### src/sv/fcu_pkg.sv
// ----------------------------------------------------------------------------
// fcu_pkg
// Shared types, microprogram and helpers of the Fresnel coefficient unit.
// ----------------------------------------------------------------------------
package fcu_pkg;

  typedef logic signed [63:0] fx64_t;

  localparam fx64_t FX_MAX = 64'sh7FFF_FFFF_FFFF_FFFF;
  localparam fx64_t FX_MIN = 64'sh8000_0000_0000_0000;
  localparam logic [5:0] PROG_END = 6'd32;

  typedef struct packed {
    logic tm;
    logic trans;
    logic bad_cos;
    logic perm_eq;
  } fcu_class_t;

  typedef enum logic [4:0] {
    R_ZERO, R_ONE, R_NI_RE, R_NI_IM, R_NT_RE, R_NT_IM, R_MUI, R_MUT,
    R_CI, R_CO_RE, R_CO_IM, R_P0, R_P1, R_Q0, R_Q1, R_R0,
    R_R1, R_L0, R_L1, R_H0, R_H1, R_G, R_N0, R_N1,
    R_E0, R_E1, R_C0, R_C1, R_I0, R_I1, R_S, R_INTEN
  } reg_sel_t;

  typedef enum logic [2:0] {
    M_SQ, M_RND, M_DIV, M_SQRT, M_SUMS, M_ISUM
  } mode_t;

  typedef enum logic [2:0] {
    C_ALL, C_RATIO, C_TM, C_TE, C_PERM, C_TM_PERM, C_TE_PERM, C_TRANS
  } cond_t;

  typedef struct packed {
    cond_t    cond;
    mode_t    mode;
    reg_sel_t a1;
    reg_sel_t a2;
    reg_sel_t b1;
    reg_sel_t b2;
    logic     b_neg;
    reg_sel_t dst;
  } uop_t;

  typedef enum logic [3:0] {
    B_IDLE, B_FETCH, B_MUL, B_FIN, B_DCHK, B_DIV, B_SQRT, B_WB, B_OUT
  } back_state_t;

  function automatic uop_t mk(cond_t c, mode_t m, reg_sel_t a1, reg_sel_t a2,
                              reg_sel_t b1, reg_sel_t b2, logic bn, reg_sel_t d);
    uop_t u;
    u.cond  = c;
    u.mode  = m;
    u.a1    = a1;
    u.a2    = a2;
    u.b1    = b1;
    u.b2    = b2;
    u.b_neg = bn;
    u.dst   = d;
    return u;
  endfunction

  // each step: dst = f(a1*a2 +/- b1*b2)
  function automatic uop_t prog(logic [4:0] pc);
    uop_t u;
    case (pc)
      5'd0:  u = mk(C_RATIO, M_RND, R_NT_RE, R_CO_RE, R_NT_IM, R_CO_IM, 1'b1, R_P0);
      5'd1:  u = mk(C_RATIO, M_RND, R_NT_RE, R_CO_IM, R_NT_IM, R_CO_RE, 1'b0, R_P1);
      5'd2:  u = mk(C_RATIO, M_RND, R_NI_RE, R_CI, R_ZERO, R_ZERO, 1'b0, R_Q0);
      5'd3:  u = mk(C_RATIO, M_RND, R_NI_IM, R_CI, R_ZERO, R_ZERO, 1'b0, R_Q1);
      5'd4:  u = mk(C_RATIO, M_SQ, R_Q0, R_Q0, R_Q1, R_Q1, 1'b0, R_ZERO);
      5'd5:  u = mk(C_RATIO, M_DIV, R_P0, R_Q0, R_P1, R_Q1, 1'b0, R_R0);
      5'd6:  u = mk(C_RATIO, M_DIV, R_P1, R_Q0, R_P0, R_Q1, 1'b1, R_R1);
      5'd7:  u = mk(C_TM, M_SQ, R_NI_RE, R_NI_RE, R_NI_IM, R_NI_IM, 1'b0, R_ZERO);
      5'd8:  u = mk(C_TM, M_DIV, R_NT_RE, R_NI_RE, R_NT_IM, R_NI_IM, 1'b0, R_L0);
      5'd9:  u = mk(C_TM, M_DIV, R_NT_IM, R_NI_RE, R_NT_RE, R_NI_IM, 1'b1, R_L1);
      5'd10: u = mk(C_TM, M_SQ, R_CI, R_CI, R_ZERO, R_ZERO, 1'b0, R_ZERO);
      5'd11: u = mk(C_TM, M_DIV, R_CO_RE, R_CI, R_ZERO, R_ZERO, 1'b0, R_H0);
      5'd12: u = mk(C_TM, M_DIV, R_CO_IM, R_CI, R_ZERO, R_ZERO, 1'b0, R_H1);
      5'd13: u = mk(C_TE, M_RND, R_ONE, R_ONE, R_ZERO, R_ZERO, 1'b0, R_L0);
      5'd14: u = mk(C_TE, M_RND, R_ZERO, R_ZERO, R_ZERO, R_ZERO, 1'b0, R_L1);
      5'd15: u = mk(C_TE, M_RND, R_R0, R_ONE, R_ZERO, R_ZERO, 1'b0, R_H0);
      5'd16: u = mk(C_TE, M_RND, R_R1, R_ONE, R_ZERO, R_ZERO, 1'b0, R_H1);
      5'd17: u = mk(C_PERM, M_SQ, R_MUT, R_MUT, R_ZERO, R_ZERO, 1'b0, R_ZERO);
      5'd18: u = mk(C_PERM, M_DIV, R_MUI, R_MUT, R_ZERO, R_ZERO, 1'b0, R_G);
      5'd19: u = mk(C_TM_PERM, M_RND, R_L0, R_G, R_ZERO, R_ZERO, 1'b0, R_L0);
      5'd20: u = mk(C_TM_PERM, M_RND, R_L1, R_G, R_ZERO, R_ZERO, 1'b0, R_L1);
      5'd21: u = mk(C_TE_PERM, M_RND, R_H0, R_G, R_ZERO, R_ZERO, 1'b0, R_H0);
      5'd22: u = mk(C_TE_PERM, M_RND, R_H1, R_G, R_ZERO, R_ZERO, 1'b0, R_H1);
      5'd23: u = mk(C_ALL, M_SUMS, R_ZERO, R_ZERO, R_ZERO, R_ZERO, 1'b0, R_ZERO);
      5'd24: u = mk(C_ALL, M_SQ, R_E0, R_E0, R_E1, R_E1, 1'b0, R_ZERO);
      5'd25: u = mk(C_ALL, M_DIV, R_N0, R_E0, R_N1, R_E1, 1'b0, R_C0);
      5'd26: u = mk(C_ALL, M_DIV, R_N1, R_E0, R_N0, R_E1, 1'b1, R_C1);
      5'd27: u = mk(C_ALL, M_RND, R_C0, R_C0, R_ZERO, R_ZERO, 1'b0, R_I0);
      5'd28: u = mk(C_ALL, M_RND, R_C1, R_C1, R_ZERO, R_ZERO, 1'b0, R_I1);
      5'd29: u = mk(C_ALL, M_ISUM, R_ZERO, R_ZERO, R_ZERO, R_ZERO, 1'b0, R_INTEN);
      5'd30: u = mk(C_TRANS, M_SQRT, R_R0, R_R0, R_R1, R_R1, 1'b0, R_S);
      5'd31: u = mk(C_TRANS, M_RND, R_S, R_INTEN, R_ZERO, R_ZERO, 1'b0, R_INTEN);
      default: u = mk(C_ALL, M_SUMS, R_ZERO, R_ZERO, R_ZERO, R_ZERO, 1'b0, R_ZERO);
    endcase
    return u;
  endfunction

  function automatic logic cond_ok(cond_t c, fcu_class_t k);
    logic r;
    case (c)
      C_ALL:     r = 1'b1;
      C_RATIO:   r = !k.tm || k.trans;
      C_TM:      r = k.tm;
      C_TE:      r = !k.tm;
      C_PERM:    r = !k.perm_eq;
      C_TM_PERM: r = k.tm && !k.perm_eq;
      C_TE_PERM: r = !k.tm && !k.perm_eq;
      C_TRANS:   r = k.trans;
      default:   r = 1'b0;
    endcase
    return r;
  endfunction

  function automatic fx64_t sat_add64(fx64_t a, fx64_t b);
    logic signed [64:0] s;
    s = 65'(a) + 65'(b);
    if (s[64] != s[63]) return s[64] ? FX_MIN : FX_MAX;
    return s[63:0];
  endfunction

  function automatic fx64_t sat_sub64(fx64_t a, fx64_t b);
    logic signed [64:0] s;
    s = 65'(a) - 65'(b);
    if (s[64] != s[63]) return s[64] ? FX_MIN : FX_MAX;
    return s[63:0];
  endfunction

endpackage

### src/sv/fcu_front.sv
// ----------------------------------------------------------------------------
// fcu_front
// Takes commands, checks the incident cosine and permeabilities, queues items.
// ----------------------------------------------------------------------------
module fcu_front #(
  parameter int DATA_WIDTH = 32,
  parameter int FRAC_BITS  = 28
) (
  input  logic                   start,
  output logic                   busy,
  input  logic [1:0]             cmd,
  input  logic signed [DATA_WIDTH-1:0] cos_incident,
  input  logic signed [DATA_WIDTH-1:0] perm_in,
  input  logic signed [DATA_WIDTH-1:0] perm_out,
  input  logic                   q_full,
  output logic                   push,
  output fcu_pkg::fcu_class_t    cls
);
  import fcu_pkg::*;

  fx64_t ci64;
  fx64_t one64;

  assign ci64  = 64'(cos_incident);
  assign one64 = 64'(64'sd1 <<< FRAC_BITS);

  assign busy = q_full;
  assign push = start && !q_full;

  always_comb begin
    cls.tm      = cmd[0];
    cls.trans   = cmd[1];
    cls.bad_cos = (ci64 <= 64'sd0) || (ci64 > one64);
    cls.perm_eq = (perm_in == perm_out);
  end

endmodule

### config.mk
export PLATFORM = sky130hd
export DESIGN_NAME = fcu_front
export DESIGN_NICKNAME = d
export VERILOG_FILES = /design/src/sv/fcu_pkg.sv /design/src/sv/fcu_front.sv
export SDC_FILE = /design/constraint.sdc
export NUM_CORES = 1
export LEC_CHECK = 0
export BUFFER_PORTS_ARGS = -buffer_cell sky130_fd_sc_hd__clkbuf_2
export CORE_UTILIZATION = 24
export DETAILED_ROUTE_END_ITERATION = 7
export GPL_ROUTABILITY_DRIVEN = 0
export PLACE_DENSITY = 0.87
export RECOVER_POWER = 100
export SYNTH_ARGS = -nofsm -noshare
export SYNTH_HDL_FRONTEND = slang
export SYNTH_SLANG_ARGS = --single-unit
### constraint.sdc
create_clock -name vclk -period 1.8
set_input_delay 0.45 -clock vclk [all_inputs]
set_output_delay 0.45 -clock vclk [all_outputs]
set_load 0.05 [all_outputs]
==> results of run 1 <==
## per-layer routing
metal	wire length [µm]	vias up
met5	0	-
li1	-	419
met2	1210	66
met1	513	366
met4	12	0
met3	278	2
## kinds of logic after synthesis
logic type,after synthesis,synth area share
AO/OA/AOI/OAI,1,0.0109
XOR/XNOR,32,0.612
buffers and inverters,3,0.0492
AND/OR/NAND/NOR,24,0.328
## report_power, final
group | leakage [nW] | total [mW] | switching, mW | internal (mW)
clock network | 0 | 0 | 0 | 0
logic | 0.602 | 0.215 | 0.0914 | 0.124
registers | 0 | 0 | 0 | 0
total | 0.602 | 0.215 | 0.0914 | 0.124
## stage by stage
step,util,setup WS [ps],power (mW),cells,instance area [µm²]
after detailed placement,0.588,-381,0.198,185,1040
after CTS,0.606,-279,0.206,185,1070
after global placement,0.588,-359,0.191,185,1040
after global routing,0.636,-300,0.236,185,1120
final,0.636,-252,0.215,185,1120
after floorplan,-,-19.6,0.0819,60,495
## area by class of cell
class	count	area [µm²]
fillers	164	642
multi-input cells	57	522
well taps	25	31.3
repair buffers	103	569
## cell usage in the layout, fill, tap and decap left out, types with 2 or more instances in the layout
cell,synthesis,final
nor4_2,1,6
nor4_4,0,2
clkbuf_1,0,2
buf_6,0,3
xor2_1,32,32
nor4_1,14,7
nand4_1,3,3
clkbuf_2,0,95
## what timing repair did
| action | CTS | global route |
|---|---|---|
| hold buffers | 0 | 0 |
| setup endpoints to repair | 2 | 2 |
| pin swaps | 7 | 5 |
| gates resized for setup | 5 | 8 |
| cloned | 0 | 0 |
## worst paths after layout
| kind | startpoint | to | slack (ps) | cells after the start |
|---|---|---|---|---|
| worst min-delay path | cmd[1] | cls[2] | 900 | 0 |
| worst max-delay path | cos_incident[3] | cls[1] | -250 | 6 |
==> flow_metrics.env, run 1 <==
export IMPL_clkbuf_count=0
export IMPL_p_leak_nw=0.602
export IMPL_critical_path_cell_chain="buf_6 -> nor4_4 -> nand4_1 -> or3_4 -> nand3_4 -> clkbuf_16"
export IMPL_cp_end_kind="output pin"
export IMPL_peakVddDrop_mv=0.131
export IMPL_critPathMaxStageDelay_ps=400
export IMPL_path_class="input pin to output pin"
export IMPL_fmaxAchievable_mhz=487
export IMPL_die_w_um=45.7
export IMPL_syn_num_nets=160
export IMPL_grt_max_degree=3
export IMPL_grtUsageTotal=0.177
export IMPL_layout_area_seq_um2=0
export IMPL_initial_core_util=0.260
export IMPL_tns_ps=-376
export IMPL_post_cts_buffers=0
export IMPL_synth_yosys_seq_area_share=0
export IMPL_via_count=853
export IMPL_synth_top_area_frac=0.612
export IMPL_violations="setup timing"
export IMPL_first_pass_iters=4
export IMPL_grtUsageMet3=0.0397
export IMPL_viasPerCell=4.61
export IMPL_synth_cells=60
export IMPL_grt_busiest_layer="met2"
export IMPL_drv_cap=0
export IMPL_wl_per_cell_um=10.9
export IMPL_period_share=1.14
export IMPL_synth_top_cells_by_count="xor2_1 (32), nor4_1 (14), buf_4 (3), nand4_1 (3), nand3_1 (2)"
export IMPL_grt_setup_unrepaired="true"
export IMPL_status="complete, but fails checks"
export IMPL_synthTopCellsByArea="xor2_1 (61%), nor4_1 (19%), buf_4 (4.9%)"
export IMPL_drv_slew=0
export IMPL_gr_total_overflow=0
export IMPL_hold_slack_ps=900
export IMPL_synth_top_area_cell="xor2_1"
export IMPL_ant_nets=0
export IMPL_hp_class="input pin to output pin"
export IMPL_dieHeight_um=45.7
export IMPL_synth_cell_types=11
export IMPL_worst_setup_path_start_kind="input pin"
export IMPL_crit_required_ps=1350
export IMPL_drive_gt1_frac=0.700
export IMPL_row_count=15
export IMPL_drc_errors=0
export IMPL_ys_warn_count=0
export IMPL_grt_pass1_vias=866
export IMPL_critPathArrivalTime_ps=1600
export IMPL_detailed_place_hpwl_um=1890
export IMPL_io_pins=106
export IMPL_synth_most_common_cell="xor2_1"
export IMPL_nets=262
export IMPL_slew_headroom=0.609
export IMPL_grt_use_met1=0.0941
export IMPL_io_buffers=102
export IMPL_design_seq_count=0
export IMPL_avgSynthCellArea_um2=7.63
export IMPL_drtIter0Drc=6
export IMPL_dieArea_um2=2090
export IMPL_synth_area_um2=458
export IMPL_cpMaxStageDelayCell="or3_4"
export IMPL_cp_top_family="simple AND/OR/NAND/NOR gates"
export IMPL_path_buf_inv=2
export IMPL_power_density_nw_per_um2=192
export IMPL_grt_first_pass_wirelength_um=2780
export IMPL_grt_util_met2=0.466
export IMPL_diodes=0
export IMPL_finalSetupViolations=2
export IMPL_timing_final_ws_setup_ps=-252
export IMPL_cp_max_fo=2
export IMPL_tightest_slew_ps=589
export IMPL_wl_um=2010
export IMPL_core_um2=1760
export IMPL_antenna_found_initial=0
export IMPL_min_period_ps=2050
export IMPL_hold_viol_final=0
export IMPL_syn2layout_area_growth_pct=145
Power figures use the tool's default switching activity.
==> inputs of run 2 (changes only) <==
- ABC_AREA: unset -> 1
- CORE_UTILIZATION: 24 -> 34
- REMOVE_ABC_BUFFERS: unset -> 1
==> run 2 against run 1 <==
Against the previous run:
- sequential share of layout area unchanged
- largest power group unchanged
- combinational power up 25%
- core utilization is 2.4 points higher
- the flow now finishes without violations
- global-route usage is 1.5 points lower
- area after synthesis up 80%
==> flow_metrics.env, run 2 <==
export IMPL_nets=413
export IMPL_nFillCells=247
export IMPL_power_density_nw_per_um2=181
export IMPL_totalPowerFinal_mw=0.269
export IMPL_layout_common_cells="clkbuf_2 (88), nand2_1 (85), nor2_1 (53)"
export IMPL_drv_slew=0
export IMPL_layout_area_seq_um2=0
export IMPL_post_cts_buffers=0
export IMPL_hold_viol_final=0
export IMPL_crit_required_ps=1350
export IMPL_synth_top_area_cell="nand2_1"
export IMPL_finalSetupViolations=0
export IMPL_syn2layout_area_growth_pct=80.6
export IMPL_drv_cap=0
export IMPL_worst_setup_path_start_kind="input pin"
export IMPL_grt_first_pass_wirelength_um=3500
export IMPL_row_count=17
export IMPL_min_period_ps=1780
export IMPL_synthTopCellsByArea="nand2_1 (40%), nor2_1 (31%), inv_1 (22%)"
export IMPL_viasPerCell=4.05
export IMPL_synth_area_um2=825
export IMPL_ant_nets=0
export IMPL_drc_errors=0
export IMPL_synth_yosys_seq_area_share=0
export IMPL_critPathArrivalTime_ps=1330
export IMPL_grt_pass1_vias=1040
export IMPL_synth_top_cells_by_count="nand2_1 (88), nor2_1 (68), inv_1 (49)"
export IMPL_dp_cells=339
export IMPL_top_layer_used="met3"
export IMPL_fin_cells=339
export IMPL_core_um2=2250
export IMPL_synth_cells=212
export IMPL_layout_commonest_cell="clkbuf_2"
export IMPL_endpoint="cls[0]"
export IMPL_hp_class="input pin to output pin"
export IMPL_synth_most_common_cell="nand2_1"
export IMPL_dr_wl_met3_um=156
export IMPL_antenna_found_initial=0
export IMPL_tightest_slew_ps=591
export IMPL_synth_top_area_frac=0.401
export IMPL_die_w_um=51.2
export IMPL_via_count=1373
export IMPL_wl_met1_um=951
export IMPL_fmaxAchievable_mhz=561
export IMPL_drive_gt1_frac=0.383
export IMPL_wl_per_cell_um=7.36
export IMPL_period_share=0.989
export IMPL_io_buffers=102
export IMPL_grt_max_degree=3
export IMPL_gr_total_overflow=0
export IMPL_diodes=0
export IMPL_p_leak_nw=1.06
export IMPL_startpoint="perm_in[13]"
export IMPL_path_class="input pin to output pin"
export IMPL_final_util=0.660
export IMPL_dieHeight_um=51.2
export IMPL_dieArea_um2=2630
export IMPL_peakVddDrop_mv=0.108
export IMPL_initial_core_util=0.366
export IMPL_clkbuf_count=0
export IMPL_slew_headroom=0.608
export IMPL_synth_cell_types=6
export IMPL_detailed_place_hpwl_um=2080
export IMPL_ys_warn_count=0
export IMPL_design_seq_count=0
export IMPL_cp_end_kind="output pin"
export IMPL_grt_setup_unrepaired="true"
export IMPL_met2_length_um=1390
export IMPL_cp_max_fo=2
export IMPL_avgSynthCellArea_um2=3.89
export IMPL_status="finished, final reports clean"
export IMPL_drtIter0Drc=21
export IMPL_io_pins=106
export IMPL_first_pass_iters=4
export IMPL_grtUsageTotal=0.162
export IMPL_wl_um=2500
==> run 2: cell types whose count changed in the layout (fill, tap and decap cells not counted), sizes merged, moves of 2 or more <==
cell / before / now
nor4: 15 / 0
nand3: 2 / 0
nand4: 3 / 1
buf: 5 / 12
nor2: 1 / 68
clkbuf: 98 / 90
inv: 0 / 49
xor2: 32 / 3
nand2: 0 / 88
==> run 2: power breakdown <==
part,total [mW],switching [mW],internal (mW),leakage (nW)
sequential,0,0,0,0
clock,0,0,0,0
combinational,0.269,0.125,0.144,1.06
total,0.269,0.125,0.144,1.06
==> run 2: kinds of logic after synthesis <==
kind of cell | after synthesis | share of synthesized area
xor gates and xnor gates | 3 | 0.0319
buffers and inverters | 52 | 0.250
and+or+nand+nor | 157 | 0.718
==> run 2: worst max-delay path: stages <==
cell,delay (ps)
buf_6,100
nor2_2,100
nor2_1,50
nor2_1,110
nand2_1,60
nor2_1,90
nand2_1,80
nor2_2,150
buf_8,160
==> run 2: layout make-up <==
| class | count | area, µm² | share of cell area |
|---|---|---|---|
| multi-input cells | 160 | 678 | 0.455 |
| repair buffers | 102 | 592 | 0.397 |
| inverters | 49 | 184 | 0.124 |
| well taps | 28 | 35.0 | 0.0235 |
==> run 2: layer usage <==
metal  vias to the layer above  track usage
met5                         -            0
met4                         0      0.00901
met3                         0      0.00595
met2                        50        0.357
met1                       534        0.168
li1                        789            -
==> run 2: metrics by stage <==
| step | TNS (ps) | hold WS, ps | setup WS (ps) | cell area, µm² |
|---|---|---|---|---|
| 5_1_grt | -115 | 900 | -88.0 | 1490 |
| 6_report | 0 | 900 | 19.1 | 1490 |
| 2_1_floorplan | -147 | 900 | -147 | 802 |
| 3_3_place_gp | -64.3 | 900 | -64.3 | 1360 |
| 3_5_place_dp | -68.6 | 900 | -68.6 | 1360 |
| 4_1_cts | 0 | 900 | 16.9 | 1370 |
==> run 2: timing repair <==
item	in CTS	in global routing
setup endpoints to repair	1	2
resized for setup	3	35
hold buffers	0	0
pin swaps	0	32
cloned	0	0
==> run 2: how the worst min path moves through the flow <==
stage               startpoint  endpoint  cells past startpoint
floorplan               q_full      busy                      0
global placement        cmd[0]    cls[3]                      0
detailed placement      cmd[0]    cls[3]                      0
CTS                     cmd[0]    cls[3]                      0
global route            cmd[0]    cls[3]                      0
finish                  cmd[0]    cls[3]                      0
