## src/sv/fcu_queue.sv

```systemverilog
// ----------------------------------------------------------------------------
// fcu_queue
// Small FIFO between the command front and the arithmetic back.
// ----------------------------------------------------------------------------
module fcu_queue #(
  parameter int WIDTH = 8,
  parameter int DEPTH = 2
) (
  input  logic             clk,
  input  logic             rst,
  input  logic             push,
  input  logic [WIDTH-1:0] wdata,
  input  logic             pop,
  output logic [WIDTH-1:0] rdata,
  output logic             valid,
  output logic             full
);
  localparam int PW = (DEPTH > 1) ? $clog2(DEPTH) : 1;
  localparam int CW = $clog2(DEPTH + 1);

  logic [WIDTH-1:0] mem [DEPTH];
  logic [PW-1:0]    wp;
  logic [PW-1:0]    rp;
  logic [CW-1:0]    cnt;

  assign rdata = mem[rp];
  assign valid = (cnt != '0);
  assign full  = (cnt == CW'(DEPTH));

  always_ff @(posedge clk) begin
    if (push) mem[wp] <= wdata;
  end

  always_ff @(posedge clk) begin
    if (rst) begin
      wp  <= '0;
      rp  <= '0;
      cnt <= '0;
    end else begin
      if (push) wp <= (wp == PW'(DEPTH - 1)) ? '0 : wp + 1'b1;
      if (pop)  rp <= (rp == PW'(DEPTH - 1)) ? '0 : rp + 1'b1;
      if (push && !pop) cnt <= cnt + 1'b1;
      else if (pop && !push) cnt <= cnt - 1'b1;
    end
  end

endmodule

```

## config.mk

```make
export PLATFORM = sky130hd
export DESIGN_NAME = fcu_queue
export DESIGN_NICKNAME = d
export VERILOG_FILES = /design/src/sv/fcu_queue.sv
export SDC_FILE = /design/constraint.sdc
export NUM_CORES = 1
export LEC_CHECK = 0
export ABC_AREA = 1
export BUFFER_PORTS_ARGS = -buffer_cell sky130_fd_sc_hd__buf_2
export CAP_MARGIN = 20
export CELL_PAD_IN_SITES_DETAIL_PLACEMENT = 0
export CELL_PAD_IN_SITES_GLOBAL_PLACEMENT = 1
export CORE_MARGIN = 2
export CORE_UTILIZATION = 40
export DETAILED_ROUTE_END_ITERATION = 8
export HOLD_SLACK_MARGIN = 0.1
export PLACE_DENSITY = 0.87
export SYNTH_ARGS = -nofsm -noshare
export SYNTH_HDL_FRONTEND = slang
export SYNTH_SLANG_ARGS = --single-unit
```

## constraint.sdc

```tcl
create_clock -name clk -period 1.4 [get_ports clk]
set_input_delay 0.28 -clock clk [delete_from_list [all_inputs] [get_ports clk]]
set_output_delay 0.28 -clock clk [all_outputs]
set_load 0.1 [all_outputs]
```

==> results of run 1 <==
[state kept, by name (all words and copies together) (netlist names), named ones only]
name,count
cnt,2
rp,1
wp,1
mem,16
[per-stage QoR]
stage	worst slack [ns]	power [µW]
3_3_place_gp	0.162	1280
4_1_cts	-0.180	1580
5_1_grt	-0.210	1630
2_1_floorplan	0.0235	1100
3_5_place_dp	0.143	1290
6_report	-0.153	1560
[layout make-up]
| type | count | area, µm² |
|---|---|---|
| fill | 150 | 798 |
| sequential | 21 | 583 |
| timing repair buffer | 23 | 283 |
| multi-input combinational | 27 | 223 |
| inverter | 9 | 33.8 |
| tap | 27 | 33.8 |
| clock buffer | 3 | 22.5 |
| clock inverter | 1 | 5.00 |
[cell usage in the layout, fill, tap and decap left out, drive strengths merged, types with 3 or more instances in the layout]
cell    synthesis  routed
inv             9       9
clkbuf          0       3
dfxtp           5       5
nor2            6       6
mux2            8       8
buf             1      23
edfxtp         16      16
nand2           6       6
[worst max path at each step]
stage / startpoint / endpoint / slack, ns / cells after the start
global placement: flop / rdata[2] / 0.16 / 3
floorplan: cnt[0] / valid / 0.02 / 2
CTS: flop / rdata[0] / -0.18 / 3
detailed placement: flop / rdata[0] / 0.14 / 3
global route: flop / rdata[0] / -0.21 / 3
finish: flop / rdata[0] / -0.15 / 3
[layer usage]
metal,routed length (µm),part of all wire (%)
met5,0,0
met4,38,2.8
met3,92,6.9
met2,632,47
met1,580,43
[power groups by stage]
| stage | registers (µW) | clock network (µW) | logic, µW |
|---|---|---|---|
| 2_1_floorplan | 740 | 0 | 357 |
| 3_3_place_gp | 742 | 0 | 539 |
| 3_5_place_dp | 745 | 0 | 548 |
| 4_1_cts | 733 | 297 | 548 |
| 5_1_grt | 737 | 324 | 566 |
| 6_report | 733 | 286 | 543 |
[logic make-up (layout without fill, tap and decap cells)]
family	count (synthesis)	count (layout)
AOI/OAI and AO/OA	2	2
adders and majority gates	1	1
and+or+nand+nor	15	15
xor gates and xnor gates	1	1
buffers and inverters	10	36
muxes	8	8
DFF	21	21
[what timing repair did]
action	in CTS	in global routing
endpoints found under the setup margin	9	9
gates resized for setup	2	1
pin swaps	0	0
endpoints found under the hold margin	0	0
buffers inserted	0	0
cloned	0	0
==> results list, run 1 <==
* Result of the run: finished with violations
- Failing checks: setup timing
- Number of inserted diodes: 0
- The worst hold path terminates at mem[1][3].
* Starting density of the core: 42.4%
- Reg-to-Reg End: mem[1][1]
* Worst path bufs/invs: 2
- Setup violations remaining at the end of the flow were counted as 8.
- Number of rows created at floorplan: 16
- Power per unit of standard cell area: 1320 nW/µm²
- Post-synthesis sequential element count: 21
- GPL Wtd Cong: 0.706
* Maximum number of pins on one net before global-route repair: 13
* Die footprint: 2480 µm²
- The synthesized netlist devotes 1.49% of its cell area to adder and majority cells.
* Clk slew on worst S/H paths: 0.12 ns
- Post-layout min period: 1.55 ns
- By area, the combinational part of the netlist is dominated by multiplexers.
- Length in cells of the worst reg-to-reg path: 2
* Height of the die: 49.8 µm
* Share of synthesized area occupied by flip-flops and latches: 69.0%
* Global-route track usage on met1: 13.9%
- Among the stages of the critical path, the cell type that occurs most often is sky130_fd_sc_hd__buf_12.
- Overall track demand over capacity in global routing: 13.2%
- Min Hold Slack: 0.154 ns
- Buffers placed on the I/O ports in this run total 21.
* Post-detailed-route DRC marker count: 0
* TritonCTS Buffers: 3
- Cell type contributing the most total cell area after synthesis: sky130_fd_sc_hd__edfxtp_1
- The count of nets left with antenna violations once routing finished came out at 0.
- For this run, the top clock speed supported by timing is 644 MHz.
- Broken down by cell family, the worst path's largest delay share belongs to flip-flops.
- Placeable core region: 1980 µm²
- Hold path depth: 1
* Antenna violations before repair: 0
- In the finished design, the share of the clock period the worst path needs comes to 111%.
- After global routing, the most crowded layer is met2.
- Fin worst setup slack: -0.153 ns
- In this run, the number of DRC markers left after iteration 0 of detailed routing was 5.
- The setup path with the least slack is of type flop to primary output.
- Area share of the largest cell type after synthesis: 57.1%
* Vias in the first global route: 501
* Arrival time reported for the critical path endpoint: 1.27 ns
- Number of enable-type register cells in the synthesized netlist: 16
- CTS tree: built
* Cell chain of the critical path: buf_12, mux2_4, buf_12
* Post-Synth XOR/XNOR Area: 1.04%
* Synthesized-area fraction occupied by ao, oa, aoi and oai cells: 1.19%
* Proportion of layout cells with a drive suffix above 1: 48.8%
- Largest cells by area after synthesis: sky130_fd_sc_hd__edfxtp_1 (57%), sky130_fd_sc_hd__mux2_4 (14%), sky130_fd_sc_hd__dfxtp_1 (12%)
- Wire length of the first global-routing pass: 2.26 mm
- Post-layout instance count excluding filler cells: 111
- Main flop type after synthesis: sky130_fd_sc_hd__edfxtp_1
- Sorting the synthesized cells by how often they occur yields sky130_fd_sc_hd__edfxtp_1 (16), sky130_fd_sc_hd__inv_1 (8), sky130_fd_sc_hd__mux2_4 (8).
- Worst Hold Class: input pin to flop
- Part of the total power dissipated in combinational logic: 34.8%
- Total wire length after detailed routing: 1.34 mm
- Area share of and/or/nand/nor cells after synthesis: 7.59%
* Critical register-to-register path startpoint: wp
- Worst setup SP type: flop
- Max-cap violations in this run came to 0.
- Total nets after synthesis: 71
* Final core utilization: 59.7%
- The worst hold path begins at wdata[3].
- The clock arrives with 0.00835 ns of skew.
* Detailed-route via count: 479
- The number of max-slew violations in the final report is 0.
- Summed over all cells, the static leakage comes to 0.000510 µW.
- Reported net switching power: 535 µW
- After global routing the overflow that remains totals 0.
* Sequential cell fraction of total power: 46.9%
- Critical-path top delay cell: sky130_fd_sc_hd__dfxtp_2
- Syn_area_per_cell: 14.5 µm²
- For this design the top-level I/O count stands at 22.
- The setup check on the worst reg-to-reg path leaves a slack of 0.39 ns.
- The internal portion of the total power is 1030 µW.
* Maximum number of buffers from clock root to sink: 2
- The first detailed-routing pass ran for 2 iterations.
* Met3 track demand over resource in global routing: 5.45%
- # hold bufs at CTS: 0
- Cell area after layout: 1180 µm²
* Worst-skew pair later-pin latency: 0.31 ns
* Max VDD drop: 0.672 mV
- CP max FO: 8
- Worst path required time: 1.12 ns
- For met2 alone, demand over resource in global routing was 20.4%.
* Synth-to-Final Area Change: 40.8%
- Routed wire length per instance: 12.1 µm
- H-tree depth reported by CTS: 1
* Clock network power share: 18.3%
* Relative slew slack: 77.6%
- After the last flow step, the layout net total stands at 98.
- Area of the mapped netlist: 841 µm²
- Transition time at the pin with the least slew margin: 0.336 ns
- Final TNS setup: -1.17 ns
* Number of placed instances, taps included: 107
- Yosys instantiated no cell more often than sky130_fd_sc_hd__edfxtp_1.
- Setup repair after global routing missed its margin: yes
* Net switching fraction of the power: 34.2%
- Mux cell area share after synthesis: 14.3%
- The final-report hold violation count came to 0.
- Measured along the x axis, the die boundary spans 49.8 µm.
- Via-per-instance ratio: 4.32
* Crit path capture type: primary output
* Ys Warns: 0
* Largest stage delay, worst path: 0.35 ns
* Count of clock tree sinks: 21
- Synthesis produced 58 cells.
- Synthesis instantiated 16 different standard cells from the library.
- Once detailed placement completed, the half-perimeter wirelength came to 1.06 mm.
* Async set-reset flop share out of synthesis: 0%
- Area of placed instances: 1150 µm²
- Root buffer cell: sky130_fd_sc_hd__clkbuf_4
Note: power is estimated with default switching activity, not from simulation.
==> run 2: changes to the inputs <==
--- a/config.mk
+++ b/config.mk
@@ -10,11 +10,12 @@
 export CAP_MARGIN = 20
 export CELL_PAD_IN_SITES_DETAIL_PLACEMENT = 0
 export CELL_PAD_IN_SITES_GLOBAL_PLACEMENT = 1
+export CORE_ASPECT_RATIO = 0.6
 export CORE_MARGIN = 2
-export CORE_UTILIZATION = 40
+export CORE_UTILIZATION = 38
 export DETAILED_ROUTE_END_ITERATION = 8
 export HOLD_SLACK_MARGIN = 0.1
-export PLACE_DENSITY = 0.87
+export PLACE_DENSITY = 0.83
 export SYNTH_ARGS = -nofsm -noshare
 export SYNTH_HDL_FRONTEND = slang
 export SYNTH_SLANG_ARGS = --single-unit
==> run 2 against run 1 <==
Effect of this change: the run still ends with setup timing left; first-iteration DRC count is the same; clock skew shrank 0.0048 ns; core utilization fell by 3.2 points; via count up 1.3%.
==> results list, run 2 (synthesis gave the netlist of run 1 again) <==
- The net count of the finished layout is 98.
- CTS built an H-tree with a depth of 1.
* Root buffer cell: sky130_fd_sc_hd__clkbuf_8
- 1st-iter DRT viols: 5
- Placeable core region: 2130 µm²
* TritonCTS Buffers: 3
* Clk slew on worst S/H paths: 0.07 ns
- After floorplanning, the core was divided into 13 placement rows.
- Overall track demand over capacity in global routing: 11.4%
- The slowest stage of the critical path belongs to the cell sky130_fd_sc_hd__dfxtp_2.
- Reg2Reg Setup Slack: 0.38 ns
- The checks that failed: setup timing.
- Transition time at the pin with the least slew margin: 0.352 ns
- For the final database, setup skew stands at 0.00353 ns.
* Top flop regs: mem (16), cnt (2)
- The routed layout has 485 vias.
* Static leakage: 0.000516 µW
- The largest single stage delay on the critical path is 0.34 ns.
* Cell chain of the critical path: buf_12, mux2_4, buf_12
- Setup violations, final: 8
* Count of endpoints failing hold in the final timing report: 0
* Commonest non-fill, non-tap cell in the layout: sky130_fd_sc_hd__edfxtp_1
- The via count of the first global-routing pass is 463.
- Max Cap Viol: 0
- Entering global routing, the biggest net connects 12 pins.
- Final TNS setup: -0.727 ns
- Post-layout min period: 1.49 ns
* Total wire length after detailed routing: 1.24 mm
- Starting density of the core: 39.5%
* # hold bufs at CTS: 0
* Setup slack at placement: 0.150 ns
- The die is 40.4 µm tall.
- The repair_antennas step left the layout with diodes totalling 0.
- In the routed layout, each cell is associated on average with a via count of 4.25.
* Number of placed instances, taps included: 110
- First drt pass iteration count: 2
- Count of input and output buffers: 21
* Power per unit of standard cell area: 1370 nW/µm²
- Worst-skew pair later-pin latency: 0.25 ns
- CP max FO: 8
- The register with the most flip-flops in the final layout is mem.
- GR Overflow Total: 0
- Together, buffers and inverters on the worst path number 2.
* Worst setup SP type: flop
- Routed wire length per instance: 10.9 µm
- The tree built by TritonCTS fans out to 21 sinks.
- In the routed design, unresolved DRC markers number 0.
- The die is 64.7 µm wide.
- From synthesis to final layout, the design area changed by 43.2%.
* Proportion of layout cells with a drive suffix above 1: 45.2%
- Wire length of the first global-routing pass: 1.98 mm
- The floorplan step defined a die boundary enclosing 2620 µm².
- For this run, the top clock speed supported by timing is 670 MHz.
* Result of the run: finished with violations
* Crit path capture type: primary output
* Worst Hold Class: input pin to flop
* Setup repair after global routing missed its margin: yes
- Across all setup checks in the final design, the least slack found is -0.0935 ns.
- GPL Wtd Cong: 0.717
- Arrival time reported for the critical path endpoint: 1.21 ns
- After legalization and detailed placement, the total HPWL measured 998 µm.
* Min Hold Slack: 0.210 ns
- Buffers inserted by post-CTS timing repair: 0
- Antenna violations before repair: 0
* Max reg flops: 16
- Maximum number of buffers from clock root to sink: 2
- The count of cells in the finished layout, fillers not included, comes to 114.
- CTS tree: built
* Max VDD drop: 0.747 mV
- Among cell families on the critical path, the largest total delay comes from flip-flops.
- Category of the critical setup timing path: flop to primary output
- Most used cell along the critical path: sky130_fd_sc_hd__buf_12
- Leaving out fill and tap cells, the most frequent cells in the layout are sky130_fd_sc_hd__edfxtp_1 (16), sky130_fd_sc_hd__buf_2 (11), sky130_fd_sc_hd__buf_12 (11).
- In this run the count of I/O pins placed on the die edge is 22.
* Relative slew slack: 76.5%
- After layout, the worst path uses 107% of the clock period.
- The number of max-slew violations in the final report is 0.
- Post-route antenna net violation count: 0
- Worst path required time: 1.12 ns
==> run 2: cell count changes in the layout (fill, tap and decap cells not counted), sizes merged <==
cell | previous run | this run
clkinv | 1 | 0
clkbuf | 3 | 4
==> run 2: power by group <==
group | total [µW] | switching (µW) | internal [µW] | leakage, µW
clock | 378 | 176 | 202 | 0.0000228
sequential | 731 | 17.7 | 714 | 0.000192
combinational | 542 | 335 | 206 | 0.000301
total | 1650 | 529 | 1120 | 0.000516
==> run 2: area by class of cell <==
class,count,area [µm²]
sequential,21,582
multi-input combinational,27,223
inverter,9,33.8
timing repair buffer,23,283
clock buffer,4,45.0
tap,30,37.5
fill,171,927
==> run 2: path summary, 6_finish.rpt <==
check                           startpoint         to  cells after the start
worst max register to register          wp  mem[1][1]                      2
worst min-delay path              wdata[4]  mem[1][4]                      1
worst max-delay path                  flop   rdata[7]                      3
worst min register to register          wp         wp                      2
==> run 2: per-stage QoR <==
stage | area (µm²) | util, % | total power, µW
floorplan | 848 | - | 1100
global placement | 1160 | 54.3 | 1280
detailed placement | 1160 | 54.3 | 1290
CTS | 1200 | 56.5 | 1670
global route | 1200 | 56.5 | 1720
finish | 1200 | 56.5 | 1650
==> run 2: metal layers <==
metal	track usage (%)	up-vias	wire length, µm
met2	17.3	17	511
met1	13.7	220	616
li1	-	248	-
met4	3.19	0	0
met5	0	-	0
met3	7.02	0	111
==> run 2: timing repair <==
action / 4_1_cts / 5_1_grt
pin swaps: 0 / 0
setup endpoints to repair: 8 / 8
resized for setup: 1 / 0
==> run 3: changes to the inputs <==
--- a/config.mk
+++ b/config.mk
@@ -12,10 +12,11 @@
 export CELL_PAD_IN_SITES_GLOBAL_PLACEMENT = 1
 export CORE_ASPECT_RATIO = 0.6
 export CORE_MARGIN = 2
-export CORE_UTILIZATION = 38
+export CORE_UTILIZATION = 33
 export DETAILED_ROUTE_END_ITERATION = 8
 export HOLD_SLACK_MARGIN = 0.1
-export PLACE_DENSITY = 0.83
+export PLACE_DENSITY = 0.75
 export SYNTH_ARGS = -nofsm -noshare
 export SYNTH_HDL_FRONTEND = slang
 export SYNTH_SLANG_ARGS = --single-unit
+export TNS_END_PERCENT = 1
==> run 3 against run 2 <==
Effect of this change: the flow still finishes with violations (setup timing); sequential share of layout area fell by 0.45 points; die area rose by 14%; critical path depth did not move; via count fell by 1.9%; sequential power barely moved; register-to-register slack barely moved.
==> results list, run 3 (synthesis gave the netlist of run 1 again) <==
- The run finished, with violations left.
- The final reports fail on setup timing.
* Reported net switching power: 542 µW
* Category of the critical setup timing path: flop to primary output
- The die is 43.1 µm tall.
* Top Ports: 22
- Setup slack at placement: 0.150 ns
* Sum of internal, switching and leakage power: 1660 µW
- Of the available clock period, the critical path in the final layout requires 107%.
- Cell chain of the critical path: buf_12, mux2_4, buf_12
- Root buffer cell: sky130_fd_sc_hd__clkbuf_8
- After detailed routing, the number of vias per cell comes to 4.07.
- Worst-case clock skew: 0.00343 ns
- The first global-routing pass estimated 1.97 mm of wire.
* Count of endpoints failing hold in the final timing report: 0
- Setup slack on the critical path of the routed design comes to -0.0942 ns.
- Of all nets on the critical path, the largest fanout is 8.
- Internal portion of total power: 1120 µW
- Detailed-route via count: 476
- Chip Width: 69.2 µm
- The worst path in the final design needs a cycle of 1.49 ns, including I/O delays and setup.
* Layout filler cell count: 208
- Critical register-to-register path startpoint: wp
* Count of input and output buffers: 21
* Antenna violations before repair: 0
- The number of antenna diodes in the final layout is 0.
- Maximum number of pins on one net before global-route repair: 13
* Critical-path top delay cell: sky130_fd_sc_hd__dfxtp_2
- Reg-to-Reg End: mem[1][7]
- Sequential cell fraction of total power: 44.0%
- In this run switching power makes up 32.6% of total power.
- The die covers 2980 µm².
* GPL Wtd Cong: 0.616
* Top flop regs: mem (16), cnt (2)
- Crit path capture type: primary output
- The detailed router finished its first iteration with 17 violations.
- In the final layout, flip-flops and latches occupy 582 µm².
* Count of clock tree sinks: 21
- Multi-input gate area: 223 µm²
- Final core utilization: 49.2%
- The region available for standard cell placement spans 2470 µm².
- Clock network power share: 23.2%
- Maximum number of buffers from clock root to sink: 2
* Reg with most FFs: mem
- For this run, the detailed router's first-pass iteration total came to 3.
- Static leakage: 0.000523 µW
* Post-detailed-route DRC marker count: 0
- In this run the worst setup path terminates at rdata[6].
- Across the VDD grid, the largest voltage drop is 0.646 mV.
- For the pin with the worst max-slew slack, the measured transition is 0.363 ns.
* Max Clk Rate: 669 MHz
- Relative slew slack: 75.8%
- The number of setup buffers added after CTS is 0.
- Vias in the first global route: 413
- The number of clock buffers added by TritonCTS is 3.
- In this run, the combinational gates consume 32.8% of the power.
* Detailed-placement wirelength estimate: 1.00 mm
* Synth-to-Final Area Change: 44.5%
* Max reg flops: 16
- Leaving out filler cells and counting taps, the final layout contains 117.
- Clk slew on worst S/H paths: 0.07 ns
- Number of max-slew violations in the final report: 0
- Data on the critical path is required at its endpoint by 1.12 ns.
- In the layout the commonest cells are sky130_fd_sc_hd__edfxtp_1 (16), sky130_fd_sc_hd__buf_2 (11), sky130_fd_sc_hd__buf_12 (11).
- Reg2Reg Setup Slack: 0.37 ns
- Most used cell along the critical path: sky130_fd_sc_hd__buf_12
- Global routing used 9.14% of the available tracks across all layers.
* H-tree depth reported by CTS: 1
* Total wire length after detailed routing: 1.29 mm
- # hold bufs at CTS: 0
* Arrival time reported for the critical path endpoint: 1.21 ns
- CTS tree: built
* Proportion of layout cells with a drive suffix above 1: 47.1%
- Largest stage delay, worst path: 0.34 ns
* Worst Hold Class: input pin to flop
* Max Cap Viol: 0
* Worst-skew pair later-pin latency: 0.26 ns
* Length in cells of the worst reg-to-reg path: 2
- Nets: 99
- Global routing finished with a remaining overflow of 0.
* Setup violations, final: 8
* Commonest non-fill, non-tap cell in the layout: sky130_fd_sc_hd__edfxtp_1
* Worst setup SP type: flop
* Number of placed instances, taps included: 113
* Power per unit of standard cell area: 1370 nW/µm²
- Post-route antenna net violation count: 0
- After detailed routing, the average wire length per cell comes to 11.0 µm.
* Starting density of the core: 34.0%
* Number of rows created at floorplan: 14
* Setup repair after global routing missed its margin: yes
-- run 3: worst min-delay path by stage --
stage | start | to | slack [ns] | cells past startpoint
3_3_place_gp | wdata[4] | mem[1][4] | 0.47 | 1
2_1_floorplan | rst | flop | 0.35 | 1
6_report | wdata[4] | mem[1][4] | 0.21 | 1
4_1_cts | wdata[6] | mem[0][6] | 0.20 | 1
3_5_place_dp | wdata[6] | mem[0][6] | 0.47 | 1
5_1_grt | wdata[3] | mem[0][3] | 0.20 | 1
-- run 3: through the flow --
stage / TNS [ns] / area, µm² / hold WS, ns
detailed placement: 0 / 1170 / 0.474
CTS: -0.830 / 1210 / 0.205
finish: -0.720 / 1210 / 0.207
global placement: 0 / 1170 / 0.473
global route: -1.06 / 1210 / 0.200
floorplan: 0 / 848 / 0.352
-- run 3: area by class of cell --
type,count,share of cell area [%]
clock buffer,3,3.40
tap,32,3.30
multi-input combinational,27,18.3
sequential,21,47.9
inverter,9,2.78
timing repair buffer,24,23.9
clock inverter,1,0.412
-- run 3: worst max-delay path: cells and delay by family, from the launching register on --
family / cells / cell delay (ns)
flip-flops: 1 / 0.34
multiplexers: 1 / 0.32
buffers and inverters: 2 / 0.30
-- run 3: timing repair --
| item | in CTS | in global routing |
|---|---|---|
| resized for setup | 1 | 0 |
| setup endpoints to repair | 8 | 8 |
| hold endpoints to repair | 0 | 0 |
| pin swaps | 0 | 0 |
-- run 3: per-layer routing --
metal	wire length [µm]	part of all wire, %	GRT usage [%]	vias to the layer above
met4	0	0	1.18	0
met1	612	48	11.7	211
met5	0	0	0	-
li1	-	-	-	251
met2	590	46	13.7	14
met3	86	6.7	5.46	0
-- run 3: power by group through the flow --
stage	Clock, µW	Combinational (µW)	Sequential [µW]
after floorplan	0	357	740
after global placement	0	545	743
after detailed placement	0	548	745
after CTS	397	548	732
after global routing	434	565	735
final	385	545	731
